**config.mk**
```make
export PLATFORM = sky130hd
export DESIGN_NAME = load_board_tilt_command
export DESIGN_NICKNAME = d
export VERILOG_FILES = /design/src/hdl/lbtc_pkg.sv /design/src/hdl/load_board_tilt_command.sv
export SDC_FILE = /design/constraint.sdc
export NUM_CORES = 2
export LEC_CHECK = 0
export BUFFER_PORTS_ARGS = -buffer_cell sky130_fd_sc_hd__buf_2
export CAP_MARGIN = 15
export CORE_ASPECT_RATIO = 2
export CORE_UTILIZATION = 50
export DETAILED_ROUTE_END_ITERATION = 10
export GPL_TIMING_DRIVEN = 0
export PLACE_DENSITY = 0.72
export SYNTH_ARGS = -nofsm -noshare
export SYNTH_HDL_FRONTEND = slang
export SYNTH_SLANG_ARGS = --single-unit
```
**constraint.sdc**
```tcl
create_clock -name aclk -period 6.85 [get_ports aclk]
set_input_delay 2.055 -clock aclk [delete_from_list [all_inputs] [get_ports aclk]]
set_output_delay 2.055 -clock aclk [all_outputs]
set_load 0.05 [all_outputs]
```
**src/hdl/lbtc_pkg.sv**
```systemverilog
// ============================================================================
// lbtc_pkg: shared types and constants for the load board tilt command block
// Field widths, register indexes, sequencer states and divider job tags.
// ============================================================================
package lbtc_pkg;

    // Field widths
    localparam int CELL_W     = 16;                 // one load-cell weight
    localparam int OUT_W      = 19;                 // every result field, signed Q.F
    localparam int DB_W       = 16;                 // deadband registers
    localparam int GAIN_W     = 4;                  // gain registers
    localparam int ZB_W       = 16;                 // zero band register
    localparam int OFS_W      = 18;                 // signed dx / dy
    localparam int MAG_W      = 17;                 // |dx|, |dy|
    localparam int TOTAL_W    = 18;                 // w0+w1+w2+w3
    localparam int PROD_W     = GAIN_W + MAG_W;     // gain * |offset|
    localparam int DVS_W      = TOTAL_W + 2;        // 4 * total
    localparam int CFG_ADDR_W = 3;
    localparam int CFG_DATA_W = 16;

    localparam int S_DATA_W = ((4 * CELL_W + 7) / 8) * 8;
    localparam int M_DATA_W = ((4 * OUT_W + 7) / 8) * 8;

    // Largest result magnitude before sign is applied, and the positive limit
    localparam logic [OUT_W:0]          SAT_MAG = (OUT_W + 1)'(1) << (OUT_W - 1);
    localparam logic signed [OUT_W-1:0] OUT_MAX = {1'b0, {(OUT_W - 1){1'b1}}};
    localparam logic signed [OUT_W-1:0] OUT_MIN = {1'b1, {(OUT_W - 1){1'b0}}};

    // Configuration register indexes
    typedef logic [CFG_ADDR_W-1:0] cfg_addr_t;
    localparam cfg_addr_t REG_X_DEADBAND = 3'd0;
    localparam cfg_addr_t REG_Y_DEADBAND = 3'd1;
    localparam cfg_addr_t REG_X_GAIN     = 3'd2;
    localparam cfg_addr_t REG_Y_GAIN     = 3'd3;
    localparam cfg_addr_t REG_ZERO_BAND  = 3'd4;

    // Register defaults
    localparam logic [DB_W-1:0]   X_DEADBAND_RST = 16'd200;
    localparam logic [DB_W-1:0]   Y_DEADBAND_RST = 16'd200;
    localparam logic [GAIN_W-1:0] X_GAIN_RST     = 4'd5;
    localparam logic [GAIN_W-1:0] Y_GAIN_RST     = 4'd12;
    localparam logic [ZB_W-1:0]   ZERO_BAND_RST  = 16'd655;

    typedef enum logic [3:0] {
        ST_IDLE,
        ST_TX,
        ST_TY,
        ST_XPUSH,
        ST_XAVG,
        ST_YPUSH,
        ST_YAVG,
        ST_DIV,
        ST_STORE,
        ST_FINISH
    } lbtc_state_t;

    typedef enum logic [1:0] {
        JOB_TX,
        JOB_TY,
        JOB_XA,
        JOB_YA
    } lbtc_job_t;

endpackage

```
**src/hdl/load_board_tilt_command.sv**
```systemverilog
// ============================================================================
// load_board_tilt_command: tilt ratios and windowed averages from four cells
// Forms x/y tilt ratios from four load-cell weights and keeps sliding-window
// averages of both, with deadband, gain, sign coupling and a zero band.
// ============================================================================
// s_axis_tready is high only in idle: a new request is taken only once the last
// result is committed to the result register, which waits while a held result stalls.
// The shared restoring divider makes one quotient bit per cycle, in 19 steps
// plus load and store, up to four divisions per request.
// Reset (aresetn low, synchronous): clears windows, sums and averages, loads
// the register defaults and drops m_axis_tvalid; no clearing pass.
module load_board_tilt_command #(
    parameter int X_WINDOW      = 20,
    parameter int Y_WINDOW      = 10,
    parameter int FRACTION_BITS = 16
) (
    input  logic                                  aclk,
    input  logic                                  aresetn,
    // Configuration write port
    input  logic                                  cfg_we,
    input  logic [lbtc_pkg::CFG_ADDR_W-1:0]       cfg_addr,
    input  logic [lbtc_pkg::CFG_DATA_W-1:0]       cfg_wdata,
    // Request channel
    input  logic                                  s_axis_tvalid,
    output logic                                  s_axis_tready,
    // load_cell_0 [15:0], load_cell_1 [31:16], load_cell_2 [47:32],
    // load_cell_3 [63:48]
    input  logic [lbtc_pkg::S_DATA_W-1:0]         s_axis_tdata,
    // Result channel
    output logic                                  m_axis_tvalid,
    input  logic                                  m_axis_tready,
    // x_tilt [18:0], y_tilt [37:19], x_average [56:38], y_average [75:57],
    // zero [79:76]
    output logic [lbtc_pkg::M_DATA_W-1:0]         m_axis_tdata
);

    localparam int OUT_W   = lbtc_pkg::OUT_W;
    localparam int DVS_W   = lbtc_pkg::DVS_W;
    localparam int CELL_W  = lbtc_pkg::CELL_W;

    // Window sums: one output value times the window depth
    localparam int XS_W    = OUT_W + $clog2(X_WINDOW);
    localparam int YS_W    = OUT_W + $clog2(Y_WINDOW);
    localparam int SUMS_W  = (XS_W > YS_W) ? XS_W : YS_W;
    localparam int XA_W    = (X_WINDOW > 1) ? $clog2(X_WINDOW) : 1;
    localparam int YA_W    = (Y_WINDOW > 1) ? $clog2(Y_WINDOW) : 1;
    localparam int XF_W    = $clog2(X_WINDOW + 1);
    localparam int YF_W    = $clog2(Y_WINDOW + 1);

    // Divider numerator: gain*|offset| shifted by the fraction, or a window sum
    localparam int TN_W    = lbtc_pkg::PROD_W + FRACTION_BITS;
    localparam int NUM_W   = (TN_W > SUMS_W) ? TN_W : SUMS_W;
    localparam int HI_W    = NUM_W - OUT_W;
    localparam int CMP_W   = (HI_W > DVS_W) ? HI_W : DVS_W;
    localparam int CNT_W   = $clog2(OUT_W);

    // ------------------------------------------------------------------------
    // Registers
    // ------------------------------------------------------------------------
    lbtc_pkg::lbtc_state_t state_reg, state_next;
    lbtc_pkg::lbtc_job_t   job_reg, job_next;

    logic [lbtc_pkg::DB_W-1:0]   x_db_reg, y_db_reg;
    logic [lbtc_pkg::GAIN_W-1:0] x_gain_reg, y_gain_reg;
    logic [lbtc_pkg::ZB_W-1:0]   zb_reg;

    logic signed [lbtc_pkg::OFS_W-1:0] dx_reg, dx_next, dy_reg, dy_next;
    logic [lbtc_pkg::TOTAL_W-1:0]      total_reg, total_next;

    // Shared divider
    logic [DVS_W-1:0] dvs_reg, dvs_next;
    logic [DVS_W-1:0] rem_reg, rem_next;
    logic [OUT_W-1:0] lo_reg, lo_next;
    logic [OUT_W-1:0] quo_reg, quo_next;
    logic [CNT_W-1:0] cnt_reg, cnt_next;
    logic             neg_reg, neg_next;

    logic signed [OUT_W-1:0] xt_reg, xt_next, yt_reg, yt_next;
    logic signed [OUT_W-1:0] xh_reg, xh_next, yh_reg, yh_next;

    // Windows
    logic signed [XS_W-1:0] xsum_reg, xsum_next;
    logic signed [YS_W-1:0] ysum_reg, ysum_next;
    logic [XF_W-1:0]        xfill_reg, xfill_next;
    logic [YF_W-1:0]        yfill_reg, yfill_next;
    logic [XA_W-1:0]        xold_reg, xold_next;
    logic [YA_W-1:0]        yold_reg, yold_next;
    logic signed [OUT_W-1:0] xrd_reg, yrd_reg;
    logic signed [OUT_W-1:0] xmem [X_WINDOW];
    logic signed [OUT_W-1:0] ymem [Y_WINDOW];
    logic                   x_we, y_we;
    logic [XA_W-1:0]        x_waddr;
    logic [YA_W-1:0]        y_waddr;

    // Result register
    logic                             m_valid_reg, m_valid_next;
    logic [lbtc_pkg::M_DATA_W-1:0]    m_data_reg, m_data_next;

    // ------------------------------------------------------------------------
    // Combinational helpers
    // ------------------------------------------------------------------------
    logic [CELL_W-1:0] w0, w1, w2, w3;
    logic              in_fire;
    logic              out_free;

    // Tilt operands for whichever axis is being started
    logic                          t_is_x;
    logic [lbtc_pkg::MAG_W-1:0]    dx_mag, dy_mag, t_mag;
    logic [lbtc_pkg::GAIN_W-1:0]   t_gain;
    logic [lbtc_pkg::DB_W-1:0]     t_db;
    logic                          t_neg, t_pass;
    logic [lbtc_pkg::PROD_W-1:0]   t_prod;

    // Average operands
    logic signed [SUMS_W-1:0] a_sum;
    logic [SUMS_W-1:0]        a_mag;
    logic [DVS_W-1:0]         a_dvs;

    // Divider start
    logic [NUM_W-1:0] st_num;
    logic [DVS_W-1:0] st_dvs;
    logic             st_neg;
    logic [CMP_W-1:0] st_hi;
    logic             st_ovf;

    // Divider step and store
    logic [DVS_W:0]          rem2;
    logic                    step_ge;
    logic [OUT_W:0]          q_mag;
    logic signed [OUT_W-1:0] div_res;

    // Final coupling and zero band
    logic signed [OUT_W-1:0] y_cpl;
    logic signed [OUT_W-1:0] xh_fin, yh_fin;

    function automatic logic [OUT_W:0] mag_of(input logic signed [OUT_W-1:0] v);
        logic signed [OUT_W:0] e;
        e = (OUT_W + 1)'(v);
        return v[OUT_W-1] ? (OUT_W + 1)'(-e) : (OUT_W + 1)'(e);
    endfunction

    assign w0 = s_axis_tdata[CELL_W-1:0];
    assign w1 = s_axis_tdata[2*CELL_W-1:CELL_W];
    assign w2 = s_axis_tdata[3*CELL_W-1:2*CELL_W];
    assign w3 = s_axis_tdata[4*CELL_W-1:3*CELL_W];

    assign s_axis_tready = (state_reg == lbtc_pkg::ST_IDLE);
    assign in_fire       = s_axis_tvalid && s_axis_tready;
    assign out_free      = !m_valid_reg || m_axis_tready;

    assign m_axis_tvalid = m_valid_reg;
    assign m_axis_tdata  = m_data_reg;

    // Offsets and the deadband test
    assign dx_mag = dx_reg[lbtc_pkg::OFS_W-1] ? lbtc_pkg::MAG_W'(-dx_reg)
                                              : lbtc_pkg::MAG_W'(dx_reg);
    assign dy_mag = dy_reg[lbtc_pkg::OFS_W-1] ? lbtc_pkg::MAG_W'(-dy_reg)
                                              : lbtc_pkg::MAG_W'(dy_reg);
    assign t_is_x = (state_reg == lbtc_pkg::ST_TX);
    assign t_mag  = t_is_x ? dx_mag : dy_mag;
    assign t_gain = t_is_x ? x_gain_reg : y_gain_reg;
    assign t_db   = t_is_x ? x_db_reg : y_db_reg;
    assign t_neg  = t_is_x ? dx_reg[lbtc_pkg::OFS_W-1] : dy_reg[lbtc_pkg::OFS_W-1];
    assign t_pass = ({1'b0, t_mag} > {t_db, 2'b00}) && (total_reg != '0);
    assign t_prod = lbtc_pkg::PROD_W'(t_gain) * lbtc_pkg::PROD_W'(t_mag);

    // Window sum magnitude and sign for the axis being averaged
    assign a_sum = (state_reg == lbtc_pkg::ST_XAVG) ? SUMS_W'(xsum_reg) : SUMS_W'(ysum_reg);
    assign a_mag = a_sum[SUMS_W-1] ? SUMS_W'(-a_sum) : SUMS_W'(a_sum);
    assign a_dvs = (state_reg == lbtc_pkg::ST_XAVG) ? DVS_W'(X_WINDOW) : DVS_W'(Y_WINDOW);

    // Divider load: tilt ratio or window average
    always_comb begin
        if (state_reg == lbtc_pkg::ST_XAVG || state_reg == lbtc_pkg::ST_YAVG) begin
            st_num = NUM_W'(a_mag);
            st_dvs = a_dvs;
            st_neg = a_sum[SUMS_W-1];
        end else begin
            st_num = NUM_W'({t_prod, {FRACTION_BITS{1'b0}}});
            st_dvs = {total_reg, 2'b00};
            st_neg = t_neg;
        end
    end

    // Quotient would not fit in OUT_W bits: saturate without iterating
    assign st_hi  = CMP_W'(st_num >> OUT_W);
    assign st_ovf = (st_hi >= CMP_W'(st_dvs));

    // One restoring step
    assign rem2    = {rem_reg, lo_reg[OUT_W-1]};
    assign step_ge = (rem2 >= {1'b0, dvs_reg});

    // Cap the magnitude, then apply sign with saturation
    assign q_mag = quo_reg[OUT_W-1] ? lbtc_pkg::SAT_MAG : {1'b0, quo_reg};
    always_comb begin
        if (neg_reg) begin
            div_res = OUT_W'((OUT_W + 1)'(0) - q_mag);
        end else if (quo_reg[OUT_W-1]) begin
            div_res = lbtc_pkg::OUT_MAX;
        end else begin
            div_res = $signed(quo_reg);
        end
    end

    // A negative x average flips y; then both go through the zero band
    always_comb begin
        if (xh_reg[OUT_W-1]) begin
            y_cpl = (yh_reg == lbtc_pkg::OUT_MIN) ? lbtc_pkg::OUT_MAX : -yh_reg;
        end else begin
            y_cpl = yh_reg;
        end
        xh_fin = (mag_of(xh_reg) < (OUT_W + 1)'(zb_reg)) ? '0 : xh_reg;
        yh_fin = (mag_of(y_cpl) < (OUT_W + 1)'(zb_reg)) ? '0 : y_cpl;
    end

    // ------------------------------------------------------------------------
    // Sequencer
    // ------------------------------------------------------------------------
    always_comb begin
        state_next   = state_reg;
        job_next     = job_reg;
        dx_next      = dx_reg;
        dy_next      = dy_reg;
        total_next   = total_reg;
        dvs_next     = dvs_reg;
        rem_next     = rem_reg;
        lo_next      = lo_reg;
        quo_next     = quo_reg;
        cnt_next     = cnt_reg;
        neg_next     = neg_reg;
        xt_next      = xt_reg;
        yt_next      = yt_reg;
        xh_next      = xh_reg;
        yh_next      = yh_reg;
        xsum_next    = xsum_reg;
        ysum_next    = ysum_reg;
        xfill_next   = xfill_reg;
        yfill_next   = yfill_reg;
        xold_next    = xold_reg;
        yold_next    = yold_reg;
        x_we         = 1'b0;
        y_we         = 1'b0;
        x_waddr      = xold_reg;
        y_waddr      = yold_reg;
        m_valid_next = m_valid_reg && !m_axis_tready;
        m_data_next  = m_data_reg;

        case (state_reg)
            lbtc_pkg::ST_IDLE: begin
                if (in_fire) begin
                    dx_next = $signed({2'b00, w2}) + $signed({2'b00, w0})
                            - $signed({2'b00, w1}) - $signed({2'b00, w3});
                    dy_next = $signed({2'b00, w2}) + $signed({2'b00, w3})
                            - $signed({2'b00, w1}) - $signed({2'b00, w0});
                    total_next = lbtc_pkg::TOTAL_W'(w0) + lbtc_pkg::TOTAL_W'(w1)
                               + lbtc_pkg::TOTAL_W'(w2) + lbtc_pkg::TOTAL_W'(w3);
                    state_next = lbtc_pkg::ST_TX;
                end
            end

            lbtc_pkg::ST_TX, lbtc_pkg::ST_TY, lbtc_pkg::ST_XAVG, lbtc_pkg::ST_YAVG: begin
                case (state_reg)
                    lbtc_pkg::ST_TX:   job_next = lbtc_pkg::JOB_TX;
                    lbtc_pkg::ST_TY:   job_next = lbtc_pkg::JOB_TY;
                    lbtc_pkg::ST_XAVG: job_next = lbtc_pkg::JOB_XA;
                    default:           job_next = lbtc_pkg::JOB_YA;
                endcase
                if ((state_reg == lbtc_pkg::ST_TX || state_reg == lbtc_pkg::ST_TY)
                    && !t_pass) begin
                    // Inside the deadband or zero total: no division, tilt is zero
                    if (t_is_x) begin
                        xt_next    = '0;
                        state_next = lbtc_pkg::ST_TY;
                    end else begin
                        yt_next    = '0;
                        state_next = lbtc_pkg::ST_XPUSH;
                    end
                end else begin
                    dvs_next = st_dvs;
                    rem_next = st_hi[DVS_W-1:0];
                    lo_next  = st_num[OUT_W-1:0];
                    neg_next = st_neg;
                    cnt_next = '0;
                    if (st_ovf) begin
                        quo_next   = '1;
                        state_next = lbtc_pkg::ST_STORE;
                    end else begin
                        quo_next   = '0;
                        state_next = lbtc_pkg::ST_DIV;
                    end
                end
            end

            lbtc_pkg::ST_DIV: begin
                rem_next = DVS_W'(step_ge ? rem2 - {1'b0, dvs_reg} : rem2);
                lo_next  = lo_reg << 1;
                quo_next = {quo_reg[OUT_W-2:0], step_ge};
                cnt_next = cnt_reg + 1'b1;
                if (cnt_reg == CNT_W'(OUT_W - 1)) begin
                    state_next = lbtc_pkg::ST_STORE;
                end
            end

            lbtc_pkg::ST_STORE: begin
                case (job_reg)
                    lbtc_pkg::JOB_TX: begin
                        xt_next    = div_res;
                        state_next = lbtc_pkg::ST_TY;
                    end
                    lbtc_pkg::JOB_TY: begin
                        yt_next    = div_res;
                        state_next = lbtc_pkg::ST_XPUSH;
                    end
                    lbtc_pkg::JOB_XA: begin
                        xh_next    = div_res;
                        state_next = lbtc_pkg::ST_YPUSH;
                    end
                    default: begin
                        yh_next    = div_res;
                        state_next = lbtc_pkg::ST_FINISH;
                    end
                endcase
            end

            lbtc_pkg::ST_XPUSH: begin
                x_we = 1'b1;
                if (xfill_reg < XF_W'(X_WINDOW)) begin
                    // Still filling: average holds
                    xsum_next  = xsum_reg + XS_W'(xt_reg);
                    x_waddr    = xfill_reg[XA_W-1:0];
                    xfill_next = xfill_reg + 1'b1;
                    state_next = lbtc_pkg::ST_YPUSH;
                end else begin
                    xsum_next  = xsum_reg - XS_W'(xrd_reg) + XS_W'(xt_reg);
                    xold_next  = (xold_reg == XA_W'(X_WINDOW - 1)) ? '0
                                                                   : XA_W'(xold_reg + 1'b1);
                    state_next = lbtc_pkg::ST_XAVG;
                end
            end

            lbtc_pkg::ST_YPUSH: begin
                y_we = 1'b1;
                if (yfill_reg < YF_W'(Y_WINDOW)) begin
                    ysum_next  = ysum_reg + YS_W'(yt_reg);
                    y_waddr    = yfill_reg[YA_W-1:0];
                    yfill_next = yfill_reg + 1'b1;
                    state_next = lbtc_pkg::ST_FINISH;
                end else begin
                    ysum_next  = ysum_reg - YS_W'(yrd_reg) + YS_W'(yt_reg);
                    yold_next  = (yold_reg == YA_W'(Y_WINDOW - 1)) ? '0
                                                                   : YA_W'(yold_reg + 1'b1);
                    state_next = lbtc_pkg::ST_YAVG;
                end
            end

            lbtc_pkg::ST_FINISH: begin
                // Wait for the result register, then commit the held averages
                if (out_free) begin
                    xh_next      = xh_fin;
                    yh_next      = yh_fin;
                    m_valid_next = 1'b1;
                    m_data_next  = lbtc_pkg::M_DATA_W'({yh_fin, xh_fin, yt_reg, xt_reg});
                    state_next   = lbtc_pkg::ST_IDLE;
                end
            end

            default: begin
                state_next = lbtc_pkg::ST_IDLE;
            end
        endcase
    end

    // ------------------------------------------------------------------------
    // Control state, windows and configuration
    // ------------------------------------------------------------------------
    always_ff @(posedge aclk) begin
        if (!aresetn) begin
            state_reg   <= lbtc_pkg::ST_IDLE;
            job_reg     <= lbtc_pkg::JOB_TX;
            xh_reg      <= '0;
            yh_reg      <= '0;
            xsum_reg    <= '0;
            ysum_reg    <= '0;
            xfill_reg   <= '0;
            yfill_reg   <= '0;
            xold_reg    <= '0;
            yold_reg    <= '0;
            m_valid_reg <= 1'b0;
            x_db_reg    <= lbtc_pkg::X_DEADBAND_RST;
            y_db_reg    <= lbtc_pkg::Y_DEADBAND_RST;
            x_gain_reg  <= lbtc_pkg::X_GAIN_RST;
            y_gain_reg  <= lbtc_pkg::Y_GAIN_RST;
            zb_reg      <= lbtc_pkg::ZERO_BAND_RST;
        end else begin
            state_reg   <= state_next;
            job_reg     <= job_next;
            xh_reg      <= xh_next;
            yh_reg      <= yh_next;
            xsum_reg    <= xsum_next;
            ysum_reg    <= ysum_next;
            xfill_reg   <= xfill_next;
            yfill_reg   <= yfill_next;
            xold_reg    <= xold_next;
            yold_reg    <= yold_next;
            m_valid_reg <= m_valid_next;
            if (cfg_we) begin
                case (cfg_addr)
                    lbtc_pkg::REG_X_DEADBAND: x_db_reg   <= cfg_wdata;
                    lbtc_pkg::REG_Y_DEADBAND: y_db_reg   <= cfg_wdata;
                    lbtc_pkg::REG_X_GAIN:     x_gain_reg <= cfg_wdata[lbtc_pkg::GAIN_W-1:0];
                    lbtc_pkg::REG_Y_GAIN:     y_gain_reg <= cfg_wdata[lbtc_pkg::GAIN_W-1:0];
                    lbtc_pkg::REG_ZERO_BAND:  zb_reg     <= cfg_wdata;
                    default: ;
                endcase
            end
        end
    end

    // Datapath registers
    always_ff @(posedge aclk) begin
        dx_reg     <= dx_next;
        dy_reg     <= dy_next;
        total_reg  <= total_next;
        dvs_reg    <= dvs_next;
        rem_reg    <= rem_next;
        lo_reg     <= lo_next;
        quo_reg    <= quo_next;
        cnt_reg    <= cnt_next;
        neg_reg    <= neg_next;
        xt_reg     <= xt_next;
        yt_reg     <= yt_next;
        m_data_reg <= m_data_next;
    end

    // Window memories: read the oldest entry every cycle, write on push
    always_ff @(posedge aclk) begin
        if (x_we) begin
            xmem[x_waddr] <= xt_reg;
        end
        xrd_reg <= xmem[xold_reg];
    end

    always_ff @(posedge aclk) begin
        if (y_we) begin
            ymem[y_waddr] <= yt_reg;
        end
        yrd_reg <= ymem[yold_reg];
    end

endmodule

```
* Word-level counts from Yosys, hierarchy flattened
Memories as Yosys holds them, arrays and structs flattened. A register that Yosys moved wholly into a read port is not among the register bits. Cells that the tools add are included.
Operators by class: add/sub/neg operators 28, multipliers 1, magnitude comparators 7, equality and inequality tests 30, multiplexer cells 72, bitwise logic cells 3, reductions and logical operators 37
Operator list (number):
- $mux 19 | 19
- $pmux 19 s2 | 6
- $mux 20 | 5
- $mux 24 | 3
- $add 16x16->17 | 3
- $mux 17 | 3
- $add 24x19->24 | 2
- $add 23x19->23 | 2
- $lt 20x16->1 | 2
- $mux 4 | 10
- $neg 19->20 | 2
- $pmux 20 s2 | 1
- $mux 37 | 1
- $sub 17x16->18 | 2
- $sub 18x17->18 | 2
- $neg 17->17 | 2
- $pmux 4 s7 | 1
- $reduce_and 2->1 | 13
- $mux 5 | 5
- $neg 24->24 | 1
- $sub 24x19->24 | 1
- $mux 23 | 1
- $sub 23x19->23 | 1
- $ge 21x20->1 | 1
- 44 further kinds | 89
Word-level totals: bits in registers 418, memory bits (writable) 570, input bits 88, output and inout port bits 82, memories 2
Memories:
- xmem | words 20, bits a word 19, read ports 1, clocked after memory_dff 1, wr ports 1, RTL line load_board_tilt_command.sv:89 | logic signed [OUT_W-1:0] xmem [X_WINDOW];
- ymem | words 10, bits a word 19, read ports 1, clocked after memory_dff 1, wr ports 1, RTL line load_board_tilt_command.sv:90 | logic signed [OUT_W-1:0] ymem [Y_WINDOW];

* Depth between registers and ports, before layout
word-level depth 9, gate-level depth with buffers 35, gate-level depth less buffers 33

* Worst setup path after synthesis
No wires, ideal clock.
path type flip-flop to flip-flop, start point reg state_reg[1], end point reg quo_reg[10], data pin, arrival time 6.890 ns, required time 6.593 ns, slack -0.297 ns, cell stages (with the launch flop) 31, period minus slack after synthesis 7.147 ns, path through dfxtp_1 -> clkbuf_1 -> inv_1 -> nand2_1 -> nor3_1 -> clkbuf_1 -> mux2i_1 -> clkbuf_1 -> nor2_1 -> fa_1 -> inv_1 -> fa_1 -> inv_1 -> ha_1 -> a21oi_1 -> o21bai_1 -> a2111oi_0 -> o31ai_1 -> a21o_1 -> a2111oi_0 -> or4_1 -> o21ai_0 -> ha_1 -> o21ai_0 -> nand2b_1 -> a21oi_1 -> o31ai_1 -> o21a_1 -> nor2_1 -> buf_2 -> nor2_1
Between the ends: longest elaborated chain between the ends 9
RTL lines:
- start, declared | RTL line load_board_tilt_command.sv:60 | lbtc_pkg::lbtc_state_t state_reg, state_next;
- start signal, assigned | RTL line load_board_tilt_command.sv:378 | state_reg <= lbtc_pkg::ST_IDLE;
- start signal, assigned | RTL line load_board_tilt_command.sv:395 | state_reg <= state_next;
- branches (longest 8 deep; another with $mul 4x17->21)
- $pmux 19 s2 (*) | RTL line load_board_tilt_command.sv:248 | case (state_reg)
- named net quo_next[10] | RTL line load_board_tilt_command.sv:74 | logic [OUT_W-1:0] quo_reg, quo_next;
- end signal, assigned | RTL line load_board_tilt_command.sv:427 | quo_reg <= quo_next;
- end, declared | RTL line load_board_tilt_command.sv:74
Mark *: on every way through the listed nets, which the timed path passes. The select of a mux whose other input is x is not followed. A chain may end at the register's enable or synchronous reset.

* Final worst setup path
start point reg state_reg[1], end point reg quo_reg[0], data pin
Same word-level chain as after synthesis.

==> flow_summary.toml <==
[power_and_ir_drop]
ir_drop_mv = 0.527
leakage_nw = 24.1
cellPowerDensity_nw_per_um2 = 507

[grt]
first_global_vias = 40800
grt_pass1_wl_mm = 247
overflow = 0
grt_max_degree = 51
antenna_found_initial = 3
grt_usage_pct = 29.7

[detailed_routing]
drc = 0
drt_pass1_iterations = 6
drt_iter0_drc = 2502
via_per_inst = 5.95
wl_per_cell_um = 25.1
vias = 39900
drtAntennaViolNets = 0
wl_mm = 169

[sta]
slew_viol_final = 0
setup_viol = 0
hold_viol_final = 0
max_freq_mhz = 146
worst_pin_slew_ns = 1.39
finClkSkew_ns = 0.0642
fin_crit_sh_pct = 99.7
period_needed_ns = 6.83
fin_ws_ns = 0.0212
rsz0062_at_grt = "true"
slew-limit-headroom_pct = 6.62

[critical_path]
timing.rr.start = "state_reg[1]"
startpoint_type = "flop"
critical_path_class = "reg -> reg"
cp_slowest_cell = "fa_1"
crit_required_ns = 7.29
startpoint = "state_reg[1]"
path_common_cell = "a21o_1"
critical_path.top_delay_family = "compound AO/OA/AOI/OAI gates"
arrival_ns = 7.27
path_buf_inv = 9
cp_max_fo = 7
cp_slowest_stage_delay_ns = 0.53
cp-end-kind = "flop"

[logic_synthesis]
yosysWarningCount = 0
syn-cell-area_um2 = 56300
synth_top_cell_by_area = "edfxtp_1"
ys_ff_latch = 1025
async_flop_share_pct = 0
synth_cells = 4786
yosysUniqueCellTypes = 92
yosysTopAreaCellShare_pct = 43.8
synthTopCellsByCount = "edfxtp_1 (821), inv_1 (435), nor2_1 (431)"
synth.most_common_cell = "edfxtp_1"
synth_flop_cell = "edfxtp_1"
synthTopCellsByArea = "edfxtp_1 (44%), dfxtp_1 (7.2%), fa_1 (6.2%), mux4_2 (6.1%), ha_1 (5.9%)"
seq_area_frac_synth_pct = 51.0
synth_edf_count = 821
syn_area_per_cell_um2 = 11.8

[floorplanning]
ioPinCount = 170
fp.dieArea_um2 = 114000
rows = 173
fp.dieH_um = 477
fp.coreArea_um2 = 111000
start_util_pct = 50.5
die_w_um = 239

[placed_design]
dpl_cell_area_um2 = 59800
placement.io_buffers = 165
gp_congestion = 0.973
pre_cts_ws_ns = -2.84
dp_hpwl_mm = 128

[clocking]
clk_pin_slew_ns = 0.08
h-tree-depth = 3
cts_buffers = 88
root_buffer = "clkbuf_16"
clock-sinks = 1025
clock_latency_ns = 0.72
tritoncts = "done"
ctsLongestPathBuffers = 3

[finish]
fillers = 9057
regArea_um2 = 28700
multiInputGateArea_um2 = 26200
nNetsFinal = 5675
area_growth_pct = 14.3
largest_reg_flops = 380
max_flop_register = "xmem"
layout-drive-gt1-share_pct = 15.7
fin_area_um2 = 64400

[run]
max_cap_viol_count = 0

[min_path]
min_from = "y_db_reg[11]"
hold_class = "reg -> reg"

[run_status]
status = "finished, final reports clean"
power by group:
part | internal, mW | switching [mW]
Clock | 2.85 | 2.41
Combinational | 7.45 | 10.5
Sequential | 8.28 | 1.15
Total | 18.6 | 14.0
cells by family after synthesis:
kind of cell | Yosys count | share of synthesized area, %
compound gates | 953 | 10.9
xor+xnor | 231 | 3.59
fa+ha+maj | 440 | 12.1
buf+inv | 628 | 4.27
flops | 1025 | 51.0
mux | 251 | 7.91
other cells | 1 | 0.00666
simple gates | 1257 | 10.3
tightest hold or removal path, cell delays in order (launching register included):
cell	delay [ns]
dfxtp_1	0.31
nand2_1	0.05
a21oi_1	0.05
area by class of cell:
cell class	instances	area share (%)
sequential	1025	44.7
multi-input combinational	3136	40.6
clock buffer	114	3.70
timing repair buffer	271	3.17
tap	1487	2.89
inverter	437	2.56
buffer	188	1.41
clock inverter	51	0.976
antenna	2	0.00777
per-stage QoR:
step                      instances  TNS [ns]  hold slack, ns  util [%]  total power [mW]
after floorplan                4789         0           0.433         -              19.0
after global placement         6441   -451.45           0.439      53.0              23.4
after detailed placement       6479    -83.61           0.447      53.7              23.7
final                          6711         0           0.455      57.7              32.6
after global routing           6710     -2.76           0.471      57.7              34.4
after CTS                      6686         0           0.457      57.2              30.7
routing by layer:
layer | global-route usage [%] | wire, um
met1 | 28.9 | 54500
met2 | 55.0 | 90800
met3 | 3.81 | 8100
met4 | 24.5 | 15400
met5 | 0 | 13
path summary, 6_finish.rpt:
check,end,slack (ns),depth (start not counted)
worst min register to register,y_db_reg[11],0.46,2
worst max-delay path,quo_reg[0],0.02,35
worst min-delay path,y_db_reg[11],0.46,2
worst max register to register,quo_reg[0],0.02,35
cell usage in the layout (no fill, tap or decap), types with 93 or more instances in the layout:
| cell type | synthesis | routed |
|---|---|---|
| edfxtp_1 | 821 | 821 |
| inv_1 | 435 | 430 |
| nor2_1 | 431 | 380 |
| nand2_1 | 377 | 374 |
| a21oi_1 | 276 | 257 |
| ha_1 | 266 | 249 |
| o21ai_0 | 230 | 218 |
| dfxtp_1 | 204 | 200 |
| fa_1 | 174 | 173 |
| buf_2 | 1 | 168 |
| clkbuf_1 | 157 | 157 |
| mux4_2 | 152 | 152 |
| xnor2_1 | 149 | 145 |
| clkbuf_16 | 0 | 93 |
what timing repair did:
item,CTS,global route
pin swaps,32,45
cloned,3,0
resized for setup,136,92
buffers inserted,41,24
hold buffers,0,0
endpoints found under the setup margin,123,23
No activity file was read; power rests on OpenSTA's default activity.
